==> src/rtl/lbrd_pkg.sv <==
`timescale 1ns / 1ps
// ---------------------------------------------------------------------------
// lbrd_pkg: shared types and constants of the lock board response deframer
// Frame layout constants, command codes, status codes and the descriptor
// that travels from the front end to the back end.
// ---------------------------------------------------------------------------
package lbrd_pkg;

   // largest frame the buffer holds, in bytes
   localparam int unsigned MAX_FRAME_DEF = 64;

   // frame total = length code + header and check bytes
   localparam int unsigned HDR_BYTES  = 4;
   // wide enough for length code + 4 and for the largest buffer size
   localparam int unsigned TOT_W      = 10;
   // bytes 3 .. 10 are kept in flops for decoding
   localparam int unsigned FIELD_BASE  = 3;
   localparam int unsigned FIELD_BYTES = 8;
   // first LED state byte of a run
   localparam int unsigned RUN_FIRST  = 4;
   // smallest length code that gives a non-empty LED run
   localparam logic [7:0]  RUN_MIN_LEN = 8'd2;

   // descriptor queue depth
   localparam int unsigned QUEUE_DEPTH = 2;

   // configuration port
   localparam int unsigned CSR_ADDR_W   = 3;
   localparam logic [0:0]  REG_HOST_ADDRESS = 1'b0;

   // command codes
   localparam logic [7:0] CMD_OPEN         = 8'h20;
   localparam logic [7:0] CMD_STATUS_QUERY = 8'h21;
   localparam logic [7:0] CMD_OPEN_ALL     = 8'h22;
   localparam logic [7:0] CMD_SET_TIME     = 8'h23;
   localparam logic [7:0] CMD_ACK_25       = 8'h25;
   localparam logic [7:0] CMD_EXT_QUERY    = 8'h26;
   localparam logic [7:0] CMD_EXT_OPEN     = 8'h27;
   localparam logic [7:0] CMD_ACK_28       = 8'h28;
   localparam logic [7:0] CMD_ACK_29       = 8'h29;
   localparam logic [7:0] CMD_LED_STATE    = 8'h2A;
   localparam logic [7:0] CMD_SCALE_READ   = 8'h2B;

   // codes inside data bytes
   localparam logic [7:0] TEMP_CODE_OK    = 8'h00;
   localparam logic [7:0] TEMP_CODE_OVER  = 8'h01;
   localparam logic [7:0] TEMP_CODE_FAULT = 8'h02;
   localparam logic [7:0] SET_TIME_FAILED = 8'h01;

   typedef enum logic [2:0] {
      ST_OK            = 3'd0,
      ST_DATA_ERR      = 3'd1,
      ST_UNKNOWN_CMD   = 3'd2,
      ST_TEMP_OVER     = 3'd3,
      ST_TEMP_FAULT    = 3'd4,
      ST_SET_TIME_FAIL = 3'd5
   } status_type;

   typedef enum logic [1:0] {
      DK_HANDSHAKE = 2'd0,
      DK_ERROR     = 2'd1,
      DK_FRAME     = 2'd2
   } desc_kind_type;

   // one classified item; fb[j] is frame byte j + 3, zero past the frame end
   typedef struct packed {
      desc_kind_type                  kind;
      logic [7:0]                     len;
      logic [FIELD_BYTES-1:0][7:0]    fb;
   } desc_type;

   typedef struct packed {
      status_type  status;
      logic        handshake_seen;
      logic [7:0]  command;
      logic [7:0]  lead_byte;
      logic [15:0] contact_state;
      logic [7:0]  open_time;
      logic [7:0]  retry_time;
      logic [7:0]  temperature;
      logic [7:0]  gun_state;
      logic [7:0]  door_state;
      logic [31:0] weight;
      logic        last;
   } rsp_type;

endpackage

==> src/rtl/lbrd_req_if.sv <==
`timescale 1ns / 1ps
// ---------------------------------------------------------------------------
// lbrd_req_if: received byte channel
// Valid/ready channel carrying one serial byte and the handshake flag.
// ---------------------------------------------------------------------------
interface lbrd_req_if;
   logic       valid;
   logic       ready;
   logic [7:0] rx_byte;
   logic       expect_handshake;

   modport source (output valid, output rx_byte, output expect_handshake, input ready);
   modport sink   (input valid, input rx_byte, input expect_handshake, output ready);
endinterface

==> src/rtl/lbrd_rsp_if.sv <==
`timescale 1ns / 1ps
// ---------------------------------------------------------------------------
// lbrd_rsp_if: decoded response channel
// Valid/ready channel carrying one decoded result item.
// ---------------------------------------------------------------------------
interface lbrd_rsp_if;
   logic        valid;
   logic        ready;
   logic [2:0]  status;
   logic        handshake_seen;
   logic [7:0]  command;
   logic [7:0]  lead_byte;
   logic [15:0] contact_state;
   logic [7:0]  open_time;
   logic [7:0]  retry_time;
   logic [7:0]  temperature;
   logic [7:0]  gun_state;
   logic [7:0]  door_state;
   logic [31:0] weight;
   logic        last;

   modport source (output valid, output status, output handshake_seen, output command,
                   output lead_byte, output contact_state, output open_time,
                   output retry_time, output temperature, output gun_state,
                   output door_state, output weight, output last, input ready);
   modport sink   (input valid, input status, input handshake_seen, input command,
                   input lead_byte, input contact_state, input open_time,
                   input retry_time, input temperature, input gun_state,
                   input door_state, input weight, input last, output ready);
endinterface

==> src/rtl/lock_board_response_deframer.sv <==
`timescale 1ns / 1ps
// ---------------------------------------------------------------------------
// lock_board_response_deframer: lock board response deframer
// Assembles received bytes into response frames, checks the xor byte and
// decodes each frame into one result item, or a run of LED state items.
//
//   channel    direction  protocol          payload
//   req_chan   in         valid/ready       rx_byte, expect_handshake
//   rsp_chan   out        valid/ready       decoded result item
//   psel...    in/out     apb, 32-bit data  host_address at byte 0
//
// Each descriptor is registered in the queue, then its single result in the
// output register. An LED state run reads its items one by one through the
// buffer read port. Intake stalls while the descriptor queue is full and
// while an LED run is pending. Reset is synchronous; the frame buffer is
// not cleared, only bytes of the current frame are read.
// ---------------------------------------------------------------------------
module lock_board_response_deframer #(
   parameter int unsigned MAX_FRAME = lbrd_pkg::MAX_FRAME_DEF
) (
   input  logic                            clock,
   input  logic                            reset,
   lbrd_req_if.sink                        req_chan,
   lbrd_rsp_if.source                      rsp_chan,
   input  logic                            psel,
   input  logic                            penable,
   input  logic                            pwrite,
   input  logic [lbrd_pkg::CSR_ADDR_W-1:0] paddr,
   input  logic [31:0]                     pwdata,
   output logic [31:0]                     prdata,
   output logic                            pready
);
   import lbrd_pkg::*;

   localparam int unsigned AW = $clog2(MAX_FRAME);

   logic [7:0]    host_ff, host_in;
   logic          push_valid;
   logic          push_ready;
   desc_type      push_desc;
   logic          pop_valid;
   logic          pop_ready;
   desc_type      pop_desc;
   logic          run_done;
   logic [AW-1:0] rd_addr;
   logic [7:0]    rd_data;

   // configuration register
   assign pready = 1'b1;

   always_comb begin
      host_in = host_ff;
      if (psel && penable && pwrite && (paddr[CSR_ADDR_W-1:2] == REG_HOST_ADDRESS)) begin
         host_in = pwdata[7:0];
      end
      prdata = '0;
      if (paddr[CSR_ADDR_W-1:2] == REG_HOST_ADDRESS) begin
         prdata = {24'd0, host_ff};
      end
   end

   always_ff @(posedge clock) begin
      if (reset) begin
         host_ff <= '0;
      end else begin
         host_ff <= host_in;
      end
   end

   lbrd_front #(
      .MAX_FRAME (MAX_FRAME)
   ) u_front (
      .clock        (clock),
      .reset        (reset),
      .req_chan     (req_chan),
      .host_address (host_ff),
      .push_valid   (push_valid),
      .push_ready   (push_ready),
      .push_desc    (push_desc),
      .run_done     (run_done),
      .rd_addr      (rd_addr),
      .rd_data      (rd_data)
   );

   lbrd_queue u_queue (
      .clock      (clock),
      .reset      (reset),
      .push_valid (push_valid),
      .push_ready (push_ready),
      .push_desc  (push_desc),
      .pop_valid  (pop_valid),
      .pop_ready  (pop_ready),
      .pop_desc   (pop_desc)
   );

   lbrd_back #(
      .MAX_FRAME (MAX_FRAME)
   ) u_back (
      .clock     (clock),
      .reset     (reset),
      .pop_valid (pop_valid),
      .pop_ready (pop_ready),
      .pop_desc  (pop_desc),
      .run_done  (run_done),
      .rd_addr   (rd_addr),
      .rd_data   (rd_data),
      .rsp_chan  (rsp_chan)
   );

endmodule

==> src/rtl/lbrd_front.sv <==
`timescale 1ns / 1ps
// ---------------------------------------------------------------------------
// lbrd_front: byte intake and frame classifier
// Buffers frame bytes, tracks length and running xor, and pushes one
// descriptor per handshake, error or completed frame.
// ---------------------------------------------------------------------------
module lbrd_front #(
   parameter int unsigned MAX_FRAME = lbrd_pkg::MAX_FRAME_DEF
) (
   input  logic                         clock,
   input  logic                         reset,
   lbrd_req_if.sink                     req_chan,
   input  logic [7:0]                   host_address,
   output logic                         push_valid,
   input  logic                         push_ready,
   output lbrd_pkg::desc_type           push_desc,
   input  logic                         run_done,
   input  logic [$clog2(MAX_FRAME)-1:0] rd_addr,
   output logic [7:0]                   rd_data
);
   import lbrd_pkg::*;

   localparam int unsigned AW = $clog2(MAX_FRAME);
   localparam int unsigned CW = $clog2(MAX_FRAME + 1);

   logic [7:0]    mem [MAX_FRAME];
   logic [7:0]    rd_data_ff;

   logic [CW-1:0] count_ff, count_in;
   logic [7:0]    xor_ff, xor_in;
   logic [7:0]    len_ff, len_in;
   logic          led_pend_ff, led_pend_in;
   logic [FIELD_BYTES-1:0][7:0] fb_ff, fb_in;

   logic              accept;
   logic              hs_hit;
   logic              full_err;
   logic              size_err;
   logic              at_end;
   logic              wr_en;
   logic [7:0]        len_now;
   logic [7:0]        xor_now;
   logic [TOT_W-1:0]  cnt_ext;
   logic [TOT_W-1:0]  total;
   logic [FIELD_BYTES-1:0][7:0] fb_now;
   logic              is_run;

   assign req_chan.ready = push_ready & ~led_pend_ff;
   assign accept         = req_chan.valid & req_chan.ready;

   // classify the incoming byte
   always_comb begin
      hs_hit   = req_chan.expect_handshake && (count_ff == '0)
                 && (req_chan.rx_byte == host_address);
      full_err = (count_ff >= CW'(MAX_FRAME));
      len_now  = (count_ff == CW'(2)) ? req_chan.rx_byte : len_ff;
      total    = TOT_W'(len_now) + TOT_W'(HDR_BYTES);
      cnt_ext  = TOT_W'(count_ff) + TOT_W'(1);
      size_err = (count_ff == CW'(2)) && (total > TOT_W'(MAX_FRAME));
      at_end   = (count_ff >= CW'(2)) && (cnt_ext == total);
      xor_now  = xor_ff ^ req_chan.rx_byte;
      for (int j = 0; j < FIELD_BYTES; j++) begin
         fb_now[j] = (count_ff == CW'(j + FIELD_BASE)) ? req_chan.rx_byte : fb_ff[j];
         if (len_ff < 8'(j)) begin
            fb_now[j] = '0;
         end
      end
      is_run = (fb_now[0] == CMD_LED_STATE) && (len_ff >= RUN_MIN_LEN);
   end

   // descriptor and next state
   always_comb begin
      count_in    = count_ff;
      xor_in      = xor_ff;
      len_in      = len_ff;
      fb_in       = fb_ff;
      led_pend_in = led_pend_ff & ~run_done;
      wr_en       = 1'b0;
      push_valid  = 1'b0;
      push_desc.kind = DK_ERROR;
      push_desc.len  = len_ff;
      push_desc.fb   = fb_now;
      if (accept) begin
         if (hs_hit) begin
            push_valid     = 1'b1;
            push_desc.kind = DK_HANDSHAKE;
         end else if (full_err) begin
            push_valid = 1'b1;
            count_in   = '0;
            xor_in     = '0;
         end else begin
            wr_en    = 1'b1;
            count_in = count_ff + CW'(1);
            xor_in   = xor_now;
            len_in   = len_now;
            fb_in    = fb_now;
            if (size_err) begin
               push_valid = 1'b1;
               count_in   = '0;
               xor_in     = '0;
            end else if (at_end) begin
               push_valid = 1'b1;
               count_in   = '0;
               xor_in     = '0;
               if (xor_now == '0) begin
                  push_desc.kind = DK_FRAME;
                  led_pend_in    = is_run;
               end
            end
         end
      end
   end

   // control registers
   always_ff @(posedge clock) begin
      if (reset) begin
         count_ff    <= '0;
         xor_ff      <= '0;
         led_pend_ff <= 1'b0;
      end else begin
         count_ff    <= count_in;
         xor_ff      <= xor_in;
         led_pend_ff <= led_pend_in;
      end
   end

   // field bytes and length code
   always_ff @(posedge clock) begin
      len_ff <= len_in;
      fb_ff  <= fb_in;
   end

   // frame buffer, one write and one registered read port
   always_ff @(posedge clock) begin
      if (wr_en) begin
         mem[count_ff[AW-1:0]] <= req_chan.rx_byte;
      end
      rd_data_ff <= mem[rd_addr];
   end

   assign rd_data = rd_data_ff;

endmodule

==> src/rtl/lbrd_queue.sv <==
`timescale 1ns / 1ps
// ---------------------------------------------------------------------------
// lbrd_queue: descriptor queue
// Short register queue between the classifier and the response builder.
// ---------------------------------------------------------------------------
module lbrd_queue (
   input  logic               clock,
   input  logic               reset,
   input  logic               push_valid,
   output logic               push_ready,
   input  lbrd_pkg::desc_type push_desc,
   output logic               pop_valid,
   input  logic               pop_ready,
   output lbrd_pkg::desc_type pop_desc
);
   import lbrd_pkg::*;

   localparam int unsigned QAW = (QUEUE_DEPTH > 1) ? $clog2(QUEUE_DEPTH) : 1;
   localparam int unsigned QCW = $clog2(QUEUE_DEPTH + 1);

   desc_type         slot [QUEUE_DEPTH];
   logic [QAW-1:0]   wr_ptr_ff, wr_ptr_in;
   logic [QAW-1:0]   rd_ptr_ff, rd_ptr_in;
   logic [QCW-1:0]   count_ff, count_in;
   logic             do_push;
   logic             do_pop;

   assign push_ready = (count_ff != QCW'(QUEUE_DEPTH));
   assign pop_valid  = (count_ff != '0);
   assign pop_desc   = slot[rd_ptr_ff];
   assign do_push    = push_valid & push_ready;
   assign do_pop     = pop_valid & pop_ready;

   // pointer and fill bookkeeping
   always_comb begin
      wr_ptr_in = wr_ptr_ff;
      rd_ptr_in = rd_ptr_ff;
      count_in  = count_ff;
      if (do_push) begin
         wr_ptr_in = (wr_ptr_ff == QAW'(QUEUE_DEPTH - 1)) ? '0 : wr_ptr_ff + QAW'(1);
      end
      if (do_pop) begin
         rd_ptr_in = (rd_ptr_ff == QAW'(QUEUE_DEPTH - 1)) ? '0 : rd_ptr_ff + QAW'(1);
      end
      case ({do_push, do_pop})
         2'b10:   count_in = count_ff + QCW'(1);
         2'b01:   count_in = count_ff - QCW'(1);
         default: count_in = count_ff;
      endcase
   end

   always_ff @(posedge clock) begin
      if (reset) begin
         wr_ptr_ff <= '0;
         rd_ptr_ff <= '0;
         count_ff  <= '0;
      end else begin
         wr_ptr_ff <= wr_ptr_in;
         rd_ptr_ff <= rd_ptr_in;
         count_ff  <= count_in;
      end
   end

   // entry storage
   always_ff @(posedge clock) begin
      if (do_push) begin
         slot[wr_ptr_ff] <= push_desc;
      end
   end

endmodule

==> src/rtl/lbrd_back.sv <==
`timescale 1ns / 1ps
// ---------------------------------------------------------------------------
// lbrd_back: response builder
// Decodes descriptors by command, walks LED state runs through the frame
// buffer read port and holds each result in an output register.
// ---------------------------------------------------------------------------
module lbrd_back #(
   parameter int unsigned MAX_FRAME = lbrd_pkg::MAX_FRAME_DEF
) (
   input  logic                         clock,
   input  logic                         reset,
   input  logic                         pop_valid,
   output logic                         pop_ready,
   input  lbrd_pkg::desc_type           pop_desc,
   output logic                         run_done,
   output logic [$clog2(MAX_FRAME)-1:0] rd_addr,
   input  logic [7:0]                   rd_data,
   lbrd_rsp_if.source                   rsp_chan
);
   import lbrd_pkg::*;

   localparam int unsigned AW = $clog2(MAX_FRAME);

   typedef enum logic [2:0] {
      BS_IDLE = 3'b001,
      BS_READ = 3'b010,
      BS_EMIT = 3'b100
   } back_state_type;

   back_state_type state_ff, state_in;
   logic [AW-1:0]  addr_ff, addr_in;
   logic [AW-1:0]  end_ff, end_in;
   logic           rsp_valid_ff, rsp_valid_in;
   rsp_type        rsp_ff, rsp_in;

   logic           out_free;
   logic           head_is_run;
   logic           run_last;
   logic [7:0]     cmd;
   rsp_type        single_rsp;
   rsp_type        run_rsp;

   assign out_free = ~rsp_valid_ff | rsp_chan.ready;
   assign cmd      = pop_desc.fb[0];
   assign run_last = (addr_ff == end_ff);
   assign rd_addr  = addr_ff;

   assign head_is_run = (pop_desc.kind == DK_FRAME) && (cmd == CMD_LED_STATE)
                        && (pop_desc.len >= RUN_MIN_LEN);

   // single result decode of the queue head
   always_comb begin
      single_rsp      = '0;
      single_rsp.last = 1'b1;
      unique case (pop_desc.kind)
         DK_HANDSHAKE: single_rsp.handshake_seen = 1'b1;
         DK_ERROR:     single_rsp.status = ST_DATA_ERR;
         default: begin
            single_rsp.command   = cmd;
            single_rsp.lead_byte = pop_desc.fb[1];
            unique case (cmd) inside
               CMD_OPEN, CMD_OPEN_ALL, CMD_ACK_25, CMD_ACK_28, CMD_ACK_29: begin
               end
               CMD_STATUS_QUERY: begin
                  single_rsp.contact_state = {pop_desc.fb[2], pop_desc.fb[3]};
                  single_rsp.open_time     = pop_desc.fb[4];
                  single_rsp.retry_time    = pop_desc.fb[5];
                  if (pop_desc.fb[6] == TEMP_CODE_OK) begin
                     single_rsp.temperature = pop_desc.fb[7];
                  end else if (pop_desc.fb[6] == TEMP_CODE_OVER) begin
                     single_rsp.status = ST_TEMP_OVER;
                  end else if (pop_desc.fb[6] == TEMP_CODE_FAULT) begin
                     single_rsp.status = ST_TEMP_FAULT;
                  end
               end
               CMD_SET_TIME: begin
                  if (pop_desc.fb[1] == SET_TIME_FAILED) begin
                     single_rsp.status = ST_SET_TIME_FAIL;
                  end
               end
               CMD_EXT_QUERY: begin
                  single_rsp.gun_state  = pop_desc.fb[2];
                  single_rsp.door_state = pop_desc.fb[3];
               end
               CMD_EXT_OPEN: single_rsp.gun_state = pop_desc.fb[2];
               // empty LED run reports one item with no state byte
               CMD_LED_STATE: single_rsp.lead_byte = '0;
               CMD_SCALE_READ: begin
                  single_rsp.weight = {pop_desc.fb[2], pop_desc.fb[3],
                                       pop_desc.fb[4], pop_desc.fb[5]};
               end
               default: begin
                  single_rsp         = '0;
                  single_rsp.status  = ST_UNKNOWN_CMD;
                  single_rsp.command = cmd;
                  single_rsp.last    = 1'b1;
               end
            endcase
         end
      endcase
   end

   // one LED state item of a run
   always_comb begin
      run_rsp           = '0;
      run_rsp.command   = CMD_LED_STATE;
      run_rsp.lead_byte = rd_data;
      run_rsp.last      = run_last;
   end

   // sequencer
   always_comb begin
      state_in     = state_ff;
      addr_in      = addr_ff;
      end_in       = end_ff;
      rsp_in       = rsp_ff;
      rsp_valid_in = rsp_valid_ff & ~rsp_chan.ready;
      pop_ready    = 1'b0;
      run_done     = 1'b0;
      unique case (state_ff)
         BS_IDLE: begin
            if (pop_valid) begin
               if (head_is_run) begin
                  pop_ready = 1'b1;
                  addr_in   = AW'(RUN_FIRST);
                  end_in    = AW'({1'b0, pop_desc.len} + 9'd2);
                  state_in  = BS_READ;
               end else if (out_free) begin
                  pop_ready    = 1'b1;
                  rsp_in       = single_rsp;
                  rsp_valid_in = 1'b1;
               end
            end
         end
         BS_READ: state_in = BS_EMIT;
         BS_EMIT: begin
            if (out_free) begin
               rsp_in       = run_rsp;
               rsp_valid_in = 1'b1;
               if (run_last) begin
                  run_done = 1'b1;
                  state_in = BS_IDLE;
               end else begin
                  addr_in  = addr_ff + AW'(1);
                  state_in = BS_READ;
               end
            end
         end
         default: state_in = BS_IDLE;
      endcase
   end

   always_ff @(posedge clock) begin
      if (reset) begin
         state_ff     <= BS_IDLE;
         rsp_valid_ff <= 1'b0;
      end else begin
         state_ff     <= state_in;
         rsp_valid_ff <= rsp_valid_in;
      end
   end

   always_ff @(posedge clock) begin
      addr_ff <= addr_in;
      end_ff  <= end_in;
      rsp_ff  <= rsp_in;
   end

   // output channel
   assign rsp_chan.valid          = rsp_valid_ff;
   assign rsp_chan.status         = rsp_ff.status;
   assign rsp_chan.handshake_seen = rsp_ff.handshake_seen;
   assign rsp_chan.command        = rsp_ff.command;
   assign rsp_chan.lead_byte      = rsp_ff.lead_byte;
   assign rsp_chan.contact_state  = rsp_ff.contact_state;
   assign rsp_chan.open_time      = rsp_ff.open_time;
   assign rsp_chan.retry_time     = rsp_ff.retry_time;
   assign rsp_chan.temperature    = rsp_ff.temperature;
   assign rsp_chan.gun_state      = rsp_ff.gun_state;
   assign rsp_chan.door_state     = rsp_ff.door_state;
   assign rsp_chan.weight         = rsp_ff.weight;
   assign rsp_chan.last           = rsp_ff.last;

endmodule

==> src/flat_wrapper.sv <==
// flat-port wrapper written by rule: the top's interface ports become plain ports
module lock_board_response_deframer_flat import lbrd_pkg::*;
#(
   parameter int unsigned MAX_FRAME = lbrd_pkg::MAX_FRAME_DEF
)
  (clock, reset, psel, penable, pwrite, paddr, pwdata, prdata, pready, req_chan_valid, req_chan_rx_byte, req_chan_expect_handshake, req_chan_ready, rsp_chan_valid, rsp_chan_status, rsp_chan_handshake_seen, rsp_chan_command, rsp_chan_lead_byte, rsp_chan_contact_state, rsp_chan_open_time, rsp_chan_retry_time, rsp_chan_temperature, rsp_chan_gun_state, rsp_chan_door_state, rsp_chan_weight, rsp_chan_last, rsp_chan_ready);
  lbrd_req_if req_chan_i ();
  lbrd_rsp_if rsp_chan_i ();
  input  logic clock;
  input  logic reset;
  input  logic psel;
  input  logic penable;
  input  logic pwrite;
  input  logic [lbrd_pkg::CSR_ADDR_W-1:0] paddr;
  input  logic [31:0] pwdata;
  output logic [31:0] prdata;
  output logic pready;
  input wire logic [$bits(req_chan_i.valid)-1:0] req_chan_valid;
  input wire logic [$bits(req_chan_i.rx_byte)-1:0] req_chan_rx_byte;
  input wire logic [$bits(req_chan_i.expect_handshake)-1:0] req_chan_expect_handshake;
  output wire logic [$bits(req_chan_i.ready)-1:0] req_chan_ready;
  output wire logic [$bits(rsp_chan_i.valid)-1:0] rsp_chan_valid;
  output wire logic [$bits(rsp_chan_i.status)-1:0] rsp_chan_status;
  output wire logic [$bits(rsp_chan_i.handshake_seen)-1:0] rsp_chan_handshake_seen;
  output wire logic [$bits(rsp_chan_i.command)-1:0] rsp_chan_command;
  output wire logic [$bits(rsp_chan_i.lead_byte)-1:0] rsp_chan_lead_byte;
  output wire logic [$bits(rsp_chan_i.contact_state)-1:0] rsp_chan_contact_state;
  output wire logic [$bits(rsp_chan_i.open_time)-1:0] rsp_chan_open_time;
  output wire logic [$bits(rsp_chan_i.retry_time)-1:0] rsp_chan_retry_time;
  output wire logic [$bits(rsp_chan_i.temperature)-1:0] rsp_chan_temperature;
  output wire logic [$bits(rsp_chan_i.gun_state)-1:0] rsp_chan_gun_state;
  output wire logic [$bits(rsp_chan_i.door_state)-1:0] rsp_chan_door_state;
  output wire logic [$bits(rsp_chan_i.weight)-1:0] rsp_chan_weight;
  output wire logic [$bits(rsp_chan_i.last)-1:0] rsp_chan_last;
  input wire logic [$bits(rsp_chan_i.ready)-1:0] rsp_chan_ready;
  assign req_chan_i.valid = req_chan_valid;
  assign req_chan_i.rx_byte = req_chan_rx_byte;
  assign req_chan_i.expect_handshake = req_chan_expect_handshake;
  assign req_chan_ready = req_chan_i.ready;
  assign rsp_chan_valid = rsp_chan_i.valid;
  assign rsp_chan_status = rsp_chan_i.status;
  assign rsp_chan_handshake_seen = rsp_chan_i.handshake_seen;
  assign rsp_chan_command = rsp_chan_i.command;
  assign rsp_chan_lead_byte = rsp_chan_i.lead_byte;
  assign rsp_chan_contact_state = rsp_chan_i.contact_state;
  assign rsp_chan_open_time = rsp_chan_i.open_time;
  assign rsp_chan_retry_time = rsp_chan_i.retry_time;
  assign rsp_chan_temperature = rsp_chan_i.temperature;
  assign rsp_chan_gun_state = rsp_chan_i.gun_state;
  assign rsp_chan_door_state = rsp_chan_i.door_state;
  assign rsp_chan_weight = rsp_chan_i.weight;
  assign rsp_chan_last = rsp_chan_i.last;
  assign rsp_chan_i.ready = rsp_chan_ready;
  lock_board_response_deframer #(.MAX_FRAME(MAX_FRAME)) u_core (.clock(clock), .reset(reset), .req_chan(req_chan_i), .rsp_chan(rsp_chan_i), .psel(psel), .penable(penable), .pwrite(pwrite), .paddr(paddr), .pwdata(pwdata), .prdata(prdata), .pready(pready));
endmodule
==> config.mk <==
export PLATFORM = sky130hd
export DESIGN_NAME = lock_board_response_deframer_flat
export DESIGN_NICKNAME = d
export VERILOG_FILES = /design/src/rtl/lbrd_pkg.sv /design/src/rtl/lbrd_req_if.sv /design/src/rtl/lbrd_rsp_if.sv /design/src/rtl/lock_board_response_deframer.sv /design/src/rtl/lbrd_front.sv /design/src/rtl/lbrd_queue.sv /design/src/rtl/lbrd_back.sv /design/src/flat_wrapper.sv
export SDC_FILE = /design/constraint.sdc
export NUM_CORES = 1
export LEC_CHECK = 0
export ABC_AREA = 1
export BUFFER_PORTS_ARGS = -buffer_cell sky130_fd_sc_hd__buf_2
export CAP_MARGIN = 20
export CORE_ASPECT_RATIO = 0.7
export CORE_MARGIN = 2
export CORE_UTILIZATION = 46
export DETAILED_ROUTE_END_ITERATION = 10
export HOLD_SLACK_MARGIN = 0.15
export MAX_ROUTING_LAYER = met4
export PLACE_DENSITY = 0.66
export REMOVE_ABC_BUFFERS = 1
export SETUP_SLACK_MARGIN = 0.2
export SLEW_MARGIN = 10
export SYNTH_ARGS = -nofsm -noshare
export SYNTH_HDL_FRONTEND = slang
export SYNTH_SLANG_ARGS = --single-unit
==> constraint.sdc <==
create_clock -name clock -period 14.1 [get_ports clock]
set_input_delay 0.705 -clock clock [delete_from_list [all_inputs] [get_ports clock]]
set_output_delay 0.705 -clock clock [all_outputs]
set_load 0.02 [all_outputs]
==> results.json, run 1 <==
{
  "outcome": "completed",
  "hold_start": "pwdata[3]",
  "placement.io_buffers": 143,
  "slew_violations": 0,
  "clock_sinks": 894,
  "clk_pin_slew_ns": 0.06,
  "layout_commonest_cell": "edfxtp_1",
  "period_minus_slack_ns": 4.71,
  "hold_violations": 0,
  "holdBufCountCts": 0,
  "fin_util_pct": 52.4,
  "max_freq_ghz": 0.212,
  "power.switching_uw": 2260,
  "synth_enable_flop_cells": 853,
  "synth.area.top_cells": "edfxtp_1 (72%), nor2_1 (5.3%), o21ai_0 (4.5%), dfxtp_1 (2.3%), nand2_1 (2.2%)",
  "startpoint_type": "flop",
  "viasPerCell": 5.75,
  "async_reset_ff_share_pct": 0,
  "max-cap-violations": 0,
  "yosysTopAreaCell": "edfxtp_1",
  "dp_worst_setup_slack_ns": 9.11,
  "fin_skew_ns": 0.0304,
  "synthCells": 2765,
  "die_area_um2": 79900,
  "ir_worst_vdd_mv": 0.161,
  "htreeDepth": 3,
  "rsz0062_at_grt": "no",
  "end_kind": "flop",
  "seq_power_share_pct": 47.5,
  "gp_congestion": 0.898,
  "critPathSlowestCell": "nor2_1",
  "p_leak_uw": 0.0136,
  "drc": 0,
  "hold_depth": 3,
  "start_util_pct": 46.4,
  "vias": 23000,
  "clockRootBuffer": "clkbuf_16",
  "hold_end": "u_core.host_ff[3]$_SDFFE_PP0P_",
  "placed_cells": 3841,
  "syn_area_per_cell_um2": 12.9,
  "synth_top_area_share_pct": 71.7,
  "first_iter_violations": 2864,
  "overflow": 0,
  "synth_warnings": 0,
  "powerDensity_nw_per_um2": 182,
  "worst_slack_ns": 9.39,
  "final.period_utilization_pct": 33.4,
  "drive_gt1_share_pct": 12.7,
  "rrSetupSlack_ns": 9.39,
  "slew_headroom_pct": 23.5,
  "synth_area_um2": 35700,
  "grtUsageTotal_pct": 22.8,
  "cp_max_fo": 17,
  "cts_made_buffers": 85,
  "first_pass_iters": 6,
  "fin_cells": 4005,
  "path_cells": "inv_1, ha_1, inv_1, nor2_1, nand3_1, nor2_1, nand4_1, nand2_2, nor2_4, inv_1, nor2_1, nand3_1, nor2_1",
  "cts_tree": "built",
  "finalWirelength_mm": 89.4,
  "worst_slew_pin_slew_ns": 1.15,
  "critPathMostFrequentCell": "nor2_1",
  "dieWidth_um": 337,
  "p_int_uw": 5060,
  "startpoint": "u_core.u_front.count_ff[0]$_SDFFE_PP0P_",
  "clockPowerShare_pct": 31.9,
  "clock_latency_ns": 0.66,
  "grt_first_pass_wirelength_mm": 133,
  "ys_ff_latch": 894,
  "antenna_found_initial": 1,
  "cts.path.max_buffers": 3,
  "grt_max_degree": 195,
  "io_pins": 195,
  "postRouteAntennaNets": 0,
  "rows": 85,
  "critPathArrivalTime_ns": 4.99,
  "post_cts_resized": 0,
  "power.share.combinational_pct": 20.7,
  "hpwl_mm": 54.4,
  "setup_violations": 0,
  "tns_ns": 0,
  "grt_pass1_vias": 22100,
  "synthFlopType": "edfxtp_1",
  "r2r-end": "u_core.u_front.mem[27][2]$_DFFE_PP_",
  "ys_seq_area_share_pct": 74.0,
  "rr_startpoint": "u_core.u_front.count_ff[0]$_SDFFE_PP0P_",
  "whs_ns": 0.336,
  "hold_path_class": "in2reg",
  "synth_cell_types": 49,
  "cts_setup_buffers": 0,
  "reg2regPathDepth": 13,
  "wl_per_cell_um": 22.3,
  "critPathMaxStageDelay_ns": 1.01,
  "nNetsFinal": 2948,
  "switching_share_pct": 30.8,
  "critPathRequiredTime_ns": 14.38,
  "area_delta_synth_final_pct": 12.8,
  "layout_common_cells": "edfxtp_1 (853), nor2_1 (505), o21ai_0 (322)",
  "core_area_um2": 76900,
  "crit_type": "reg2reg",
  "die_height_um": 237
}
## synth_stat cells, types with 3 or more instances
| cell type | number |
|---|---|
| dfxtp_1 | 41 |
| a211oi_1 | 34 |
| inv_2 | 9 |
| ha_1 | 8 |
| nor4_1 | 8 |
| o21ai_1 | 6 |
| nor2_1 | 507 |
| buf_6 | 5 |
| a31oi_1 | 7 |
| buf_4 | 26 |
| inv_1 | 88 |
| o21a_1 | 3 |
| buf_2 | 13 |
| o22ai_1 | 80 |
| nand2_2 | 11 |
| nand3_1 | 80 |
| buf_1 | 13 |
| o221ai_1 | 49 |
| clkinv_1 | 7 |
| nor2_2 | 11 |
| o21ai_0 | 322 |
| or2_2 | 10 |
| nand4_1 | 41 |
| nor3_1 | 14 |
| mux2i_1 | 41 |
| o211ai_1 | 18 |
| nand2_1 | 214 |
| a21oi_1 | 76 |
| xor2_1 | 14 |
| clkbuf_1 | 113 |
| nor3_2 | 5 |
| edfxtp_1 | 853 |
| or2_1 | 4 |
| a32o_1 | 5 |
| xnor2_1 | 11 |
## worst max-delay path: cells and delay by family (launching register included)
kind	cells	cell delay, ns
simple gates	9	3.08
flops	1	0.53
buf+inv	3	0.46
fa+ha+maj	1	0.23
## state kept, by name (all words and copies together) (netlist names), 16 cells and up, named ones only
name	count
u_core.u_front.mem	512
u_core.u_queue.slot	148
u_core.u_front.fb_ff	64
u_core.u_back.rsp_chan.weight	32
u_core.u_back.rsp_chan.contact_state	16
## stage by stage
stage               power [uW]  cell area, um^2
global placement          4970            37400
global route              7600            40300
CTS                       7340            40200
detailed placement        5030            37400
finish                    7320            40300
floorplan                 4540            35000
## worst max path at each step
stage,endpoint,slack (ns)
2_1_floorplan,u_core.u_back.rsp_chan.command[0]$_SDFFCE_PP0P_,1.90
3_3_place_gp,u_core.u_front.mem[51][7]$_DFFE_PP_,9.26
3_5_place_dp,u_core.u_front.mem[27][2]$_DFFE_PP_,9.11
4_1_cts,u_core.u_front.mem[27][2]$_DFFE_PP_,9.52
5_1_grt,u_core.u_front.mem[27][2]$_DFFE_PP_,9.22
6_report,u_core.u_front.mem[27][2]$_DFFE_PP_,9.39
## metal layers
layer / GRT usage, % / up-vias / wire length, um
li1: - / 10400 / -
met1: 33.2 / 11400 / 39000
met2: 33.0 / 1123 / 39900
met3: 4.38 / 141 / 8670
met4: 6.09 / 0 / 1870
met5: - / - / 0
## final cells by class
| class | instances | area, um^2 |
|---|---|---|
| Antenna cell | 1 | 2.50 |
| Clock buffer | 108 | 2260 |
| Multi-Input combinational cell | 1619 | 8210 |
| Tap cell | 1044 | 1310 |
| Clock inverter | 50 | 596 |
| Sequential cell | 894 | 26400 |
| Timing Repair Buffer | 184 | 1040 |
| Inverter | 105 | 402 |
| Fill cell | 6305 | 36600 |
## power groups by stage
stage	logic [uW]	registers (uW)	clock network, uW
2_1_floorplan	702	3840	0
3_3_place_gp	1460	3520	0
3_5_place_dp	1500	3530	0
4_1_cts	1500	3480	2360
5_1_grt	1640	3500	2470
6_report	1510	3470	2330
## kinds of logic (layout without fill, tap and decap cells)
family | count (synthesis) | after routing | share of synthesized area, %
and+or+nand+nor | 914 | 914 | 10.8
DFF | 894 | 894 | 74.0
AOI/OAI and AO/OA | 606 | 606 | 9.83
buffers and inverters | 275 | 447 | 3.32
muxes | 41 | 41 | 1.15
xor gates and xnor gates | 25 | 25 | 0.613
adders and majority gates | 8 | 8 | 0.280
other | 2 | 26 | 0.0210
Power figures use the tool's default switching activity.
==> run 2: changes to the inputs <==
- clock period: 14.1 -> 4.5 ns (I/O delays scaled with it)
==> results.json, run 2 (synthesis results as in run 1) <==
{
  "cts.path.max_buffers": 3,
  "hold_depth": 5,
  "wl_per_cell_um": 22.2,
  "r2r-end": "u_core.u_front.mem[32][1]$_DFFE_PP_",
  "layout_common_cells": "edfxtp_1 (853), nor2_1 (505), o21ai_0 (322)",
  "nNetsFinal": 3024,
  "die_area_um2": 79900,
  "routed.top_layer": "met4",
  "period_minus_slack_ns": 3.87,
  "hold_start": "penable",
  "slew_headroom_pct": 28.7,
  "final.period_utilization_pct": 86.0,
  "dr_wl_met2_mm": 39.4,
  "postRouteAntennaNets": 0,
  "rows": 85,
  "first_pass_iters": 6,
  "worst_slack_ns": 0.628,
  "largest_register_ff_count": 512,
  "gp_congestion": 0.917,
  "drc": 0,
  "dp_worst_setup_slack_ns": 0.766,
  "max-cap-violations": 0,
  "rr_startpoint": "u_core.u_front.count_ff[0]$_SDFFE_PP0P_",
  "io_pins": 195,
  "clk_pin_slew_ns": 0.07,
  "power.switching_uw": 7050,
  "cts_tree": "built",
  "rsz0062_at_grt": "no",
  "power.share.combinational_pct": 21.5,
  "p_int_uw": 16000,
  "placement.io_buffers": 143,
  "viasPerCell": 5.67,
  "clockRootBuffer": "clkbuf_16",
  "overflow": 0,
  "p_leak_uw": 0.0139,
  "grt_first_pass_wirelength_mm": 136,
  "fin_skew_ns": 0.0261,
  "critPathArrivalTime_ns": 4.15,
  "hold_end": "u_core.host_ff[3]$_SDFFE_PP0P_",
  "area_delta_synth_final_pct": 14.8,
  "fin_util_pct": 53.3,
  "clock_latency_ns": 0.65,
  "grtUsageTotal_pct": 23.3,
  "first_iter_violations": 2881,
  "drive_gt1_share_pct": 14.1,
  "seq_power_share_pct": 47.0,
  "wl_met1_mm": 40.9,
  "layout_commonest_cell": "edfxtp_1",
  "vias": 23100,
  "grt_max_degree": 182,
  "max_freq_ghz": 0.258,
  "grt_pass1_vias": 22000,
  "switching_share_pct": 30.6,
  "core_area_um2": 76900,
  "finalWirelength_mm": 90.6,
  "hold_path_class": "in2reg",
  "htreeDepth": 3,
  "reg2regPathDepth": 14,
  "cts_made_buffers": 83,
  "setup_violations": 0,
  "clock_sinks": 894,
  "wl_met3_mm": 8.49,
  "end_kind": "flop",
  "start_util_pct": 46.4,
  "outcome": "completed",
  "hold_violations": 0,
  "ir_worst_vdd_mv": 0.314,
  "startpoint_type": "flop",
  "slew_violations": 0,
  "antenna_found_initial": 4,
  "hpwl_mm": 56.6,
  "rrSetupSlack_ns": 0.63,
  "dieWidth_um": 337,
  "crit_type": "reg2reg",
  "clockPowerShare_pct": 31.5,
  "die_height_um": 237,
  "worst_slew_pin_slew_ns": 1.06,
  "critPathRequiredTime_ns": 4.78,
  "powerDensity_nw_per_um2": 562,
  "cp_max_fo": 17
}
run 2: per-layer routing:
metal	global-route usage, %	vias up
met5	-	-
met4	5.70	0
met3	4.19	132
met2	32.7	1059
met1	35.1	11400
li1	-	10500
run 2: how the worst max path moves through the flow:
stage                                       startpoint                                               to  slack, ns
6_report       u_core.u_front.count_ff[0]$_SDFFE_PP0P_              u_core.u_front.mem[32][1]$_DFFE_PP_       0.63
5_1_grt        u_core.u_front.count_ff[0]$_SDFFE_PP0P_              u_core.u_front.mem[32][2]$_DFFE_PP_       0.35
4_1_cts        u_core.u_front.count_ff[0]$_SDFFE_PP0P_              u_core.u_front.mem[32][2]$_DFFE_PP_       0.76
3_5_place_dp   u_core.u_front.count_ff[0]$_SDFFE_PP0P_              u_core.u_front.mem[32][6]$_DFFE_PP_       0.77
3_3_place_gp   u_core.u_front.count_ff[0]$_SDFFE_PP0P_              u_core.u_front.mem[32][3]$_DFFE_PP_       0.87
2_1_floorplan                                     flop  u_core.u_back.rsp_chan.command[0]$_SDFFCE_PP0P_      -7.70
run 2: area by class of cell:
| cell class | count | area, um^2 |
|---|---|---|
| Antenna cell | 1 | 2.50 |
| Inverter | 105 | 402 |
| Clock inverter | 56 | 678 |
| Timing Repair Buffer | 262 | 1800 |
| Tap cell | 1044 | 1310 |
| Sequential cell | 894 | 26400 |
| Clock buffer | 93 | 2140 |
| Multi-Input combinational cell | 1619 | 8210 |
| Fill cell | 6267 | 35900 |
run 2: timing repair:
action / 4_1_cts / 5_1_grt
setup buffers: 0 / 0
endpoints found under the hold margin: 48 / 0
hold buffers: 20 / 0
resized for setup: 0 / 0
run 2: stage by stage:
step	cell area, um^2	TNS [ns]	std cells	power, uW	hold slack, ns
2_1_floorplan	35000	-1334.83	2618	12900	0.294
3_3_place_gp	37900	0	3900	15800	0.434
3_5_place_dp	37900	0	3901	15900	0.436
4_1_cts	40900	0	4070	23100	0.150
5_1_grt	41000	0	4074	24000	0.173
6_report	41000	0	4074	23000	0.184
run 2: power groups by stage:
stage                     registers (uW)  clock network [uW]  logic, uW
after detailed placement           11000                   0       4900
after CTS                          10800                7360       4940
after global placement             11000                   0       4770
after global routing               10900                7690       5380
after floorplan                    10900                   0       2010
final                              10800                7250       4960
run 2: critical path, stage by stage (launching register included):
cell     delay [ns]
dfxtp_1        0.55
inv_1          0.21
ha_1           0.24
inv_1          0.12
nor2_1         0.10
nand3_1        0.11
nor2_1         0.05
nand4_1        0.13
nand2_2        0.27
nor2_4         0.22
inv_1          0.12
nor2_2         0.18
nand2_1        0.40
buf_4          0.31
nor2_1         0.50
==> run 3: changes to the inputs <==
- ABC_AREA: 1 -> unset
- CELL_PAD_IN_SITES_DETAIL_PLACEMENT: unset -> 1
- CELL_PAD_IN_SITES_GLOBAL_PLACEMENT: unset -> 1
- PLACE_DENSITY: 0.66 -> 0.74
==> results.json, run 3 <==
{
  "outcome": "completed",
  "slew_violations": 0,
  "start_util_pct": 46.4,
  "placement.io_buffers": 143,
  "final.period_utilization_pct": 91.2,
  "synth_compound_area_share_pct": 2.19,
  "area_delta_synth_final_pct": 15.7,
  "slew_headroom_pct": 28.8,
  "hold_depth": 3,
  "multi_input_area_um2": 8670,
  "wl_met3_mm": 8.18,
  "clockPowerShare_pct": 35.8,
  "wl_per_cell_um": 26.6,
  "ys_seq_area_share_pct": 74.2,
  "powerDensity_nw_per_um2": 480,
  "clk_pin_slew_ns": 0.07,
  "hold_violations": 0,
  "hpwl_mm": 58.9,
  "ir_worst_vdd_mv": 0.226,
  "layout_commonest_cell": "edfxtp_1",
  "cts.path.max_buffers": 3,
  "switching_share_pct": 25.7,
  "power.switching_uw": 5090,
  "total_power_uw": 19800,
  "wl_met1_mm": 38.8,
  "setup_violations": 0,
  "tns_ns": 0,
  "synth_top_family_by_area": "multiplexers",
  "yosysMostFrequentCell": "edfxtp_1",
  "htreeDepth": 3,
  "reg2regPathDepth": 13,
  "worst_slack_ns": 0.397,
  "clockRootBuffer": "clkbuf_16",
  "worst_slew_pin_slew_ns": 1.07,
  "whs_ns": 0.231,
  "synth_top_area_share_pct": 71.9,
  "grt_first_pass_wirelength_mm": 133,
  "first_iter_violations": 1901,
  "io_pins": 195,
  "rsz0062_at_grt": "no",
  "clock_sinks": 894,
  "startpoint_type": "flop",
  "drc": 0,
  "postRouteAntennaNets": 0,
  "fin_skew_ns": 0.0212,
  "drive_gt1_share_pct": 25.5,
  "overflow": 0,
  "gp_congestion": 0.855,
  "synthSimpleGateAreaFrac_pct": 6.33,
  "syn_area_per_cell_um2": 18.0,
  "routed.top_layer": "met4",
  "hold_path_class": "in2reg",
  "p_leak_uw": 0.0140,
  "filler_cell_count": 7073,
  "crit_type": "reg2reg",
  "max_freq_ghz": 0.244,
  "power.share.combinational_pct": 12.8,
  "dieWidth_um": 337,
  "cts_tree": "built",
  "grt_pass1_vias": 20400,
  "viasPerCell": 5.74,
  "yosysTopAreaCell": "edfxtp_1",
  "dr_wl_met2_mm": 40.8,
  "period_minus_slack_ns": 4.10,
  "first_pass_iters": 5,
  "synthXorXnorAreaFrac_pct": 1.16,
  "ys_ff_latch": 894,
  "grtUsageTotal_pct": 23.5,
  "synthAdderAreaFrac_pct": 0.281,
  "critPathArrivalTime_ns": 4.67,
  "finalWirelength_mm": 89.6,
  "die_height_um": 237,
  "cts_made_buffers": 85,
  "regArea_um2": 26400,
  "synth.area.top_cells": "edfxtp_1 (72%), mux4_2 (11%), mux2i_1 (2.9%), nor2_1 (2.5%), dfxtp_1 (2.3%)",
  "nNetsFinal": 2304,
  "critPathRequiredTime_ns": 5.06,
  "synth_enable_flop_cells": 853,
  "async_reset_ff_share_pct": 0,
  "rows": 85,
  "synth_warnings": 0,
  "synthCells": 1977,
  "muxShareOfSynthArea_pct": 14.0,
  "die_area_um2": 79700,
  "synthFlopType": "edfxtp_1",
  "grt_max_degree": 74,
  "antenna_found_initial": 8,
  "cp_max_fo": 12,
  "placed_cells": 3166,
  "clock_latency_ns": 0.65,
  "core_area_um2": 76800,
  "seq_power_share_pct": 51.5,
  "p_int_uw": 14700,
  "end_kind": "flop",
  "layout_common_cells": "edfxtp_1 (853), nor2_1 (232), mux4_2 (168)",
  "largest_register_ff_count": 512,
  "vias": 19300,
  "fin_cells": 3363,
  "dp_worst_setup_slack_ns": 0.198,
  "yosys-top-cells-count": "edfxtp_1 (853), nor2_1 (236), mux4_2 (168)",
  "max-cap-violations": 0,
  "synth_cell_types": 69,
  "synth_area_um2": 35600
}
==> run 3: path summary, 6_finish.rpt <==
| check | start | end | slack [ns] |
|---|---|---|---|
| hold / removal | req_chan_rx_byte[1] | u_core.u_front.len_ff[1]$_DFFE_PP_ | 0.23 |
| hold reg to reg | u_core.host_ff[6]$_SDFFE_PP0P_ | u_core.host_ff[6]$_SDFFE_PP0P_ | 0.53 |
| setup reg to reg | u_core.u_front.count_ff[1]$_SDFFE_PP0P_ | u_core.u_queue.count_ff[1]$_SDFFE_PP0P_ | 0.40 |
| setup / recovery | u_core.u_front.count_ff[1]$_SDFFE_PP0P_ | u_core.u_queue.count_ff[1]$_SDFFE_PP0P_ | 0.40 |
==> run 3: cells by family (layout without fill, tap and decap cells) <==
family,after synthesis,count (layout)
XOR/XNOR,47,47
flip-flops,894,894
adder cells (fa/ha/maj),8,8
multiplexers,285,285
buffers and inverters,136,451
AND/OR/NAND/NOR,487,487
other,2,29
AO/OA/AOI/OAI,118,118
==> run 3: power by group through the flow <==
stage                     sequential [uW]  combinational, uW  clock [uW]
after floorplan                     10800               1110           0
after global placement              10300               2360           0
after detailed placement            10400               2480           0
after CTS                           10200               2520        7210
after global routing                10200               2720        7480
final                               10200               2530        7080
==> run 3: routing by layer <==
layer | global-route usage (%) | vias to the layer above
met3 | 6.70 | 141
met4 | 5.87 | 0
met1 | 33.0 | 10100
met2 | 33.9 | 761
met5 | - | -
li1 | - | 8262
==> run 3: final cells by class <==
type	count	share of cell area [%]
sequential	894	64.2
multi-input combinational	970	21.0
clock buffer	107	5.51
timing repair buffer	284	4.94
tap	1044	3.17
clock inverter	50	1.08
inverter	10	0.0911
antenna	4	0.0243
==> run 3: critical path, stage by stage (launching register included) <==
cell	delay [ns]
dfxtp_2	0.44
nor3b_1	0.35
nand2_2	0.19
nand2_1	0.11
nand2_1	0.09
ha_2	0.25
or4_1	0.54
o21ai_0	0.12
a21oi_1	0.14
or2_2	0.42
o311ai_4	0.50
ha_1	0.35
or3_1	0.36
a21oi_1	0.16
==> run 3: through the flow <==
| stage | instance area, um^2 | util [%] |
|---|---|---|
| after floorplan | 35100 | - |
| after global placement | 38100 | 49.6 |
| after detailed placement | 38100 | 49.6 |
| after CTS | 41200 | 53.6 |
| after global routing | 41200 | 53.7 |
| final | 41200 | 53.7 |
==> run 3: timing repair <==
action	in CTS	in global routing
gates resized for setup	0	4
hold buffers	32	0
setup endpoints to repair	42	153
pin swaps	2	2
hold endpoints to repair	37	0
buffers inserted	2	2
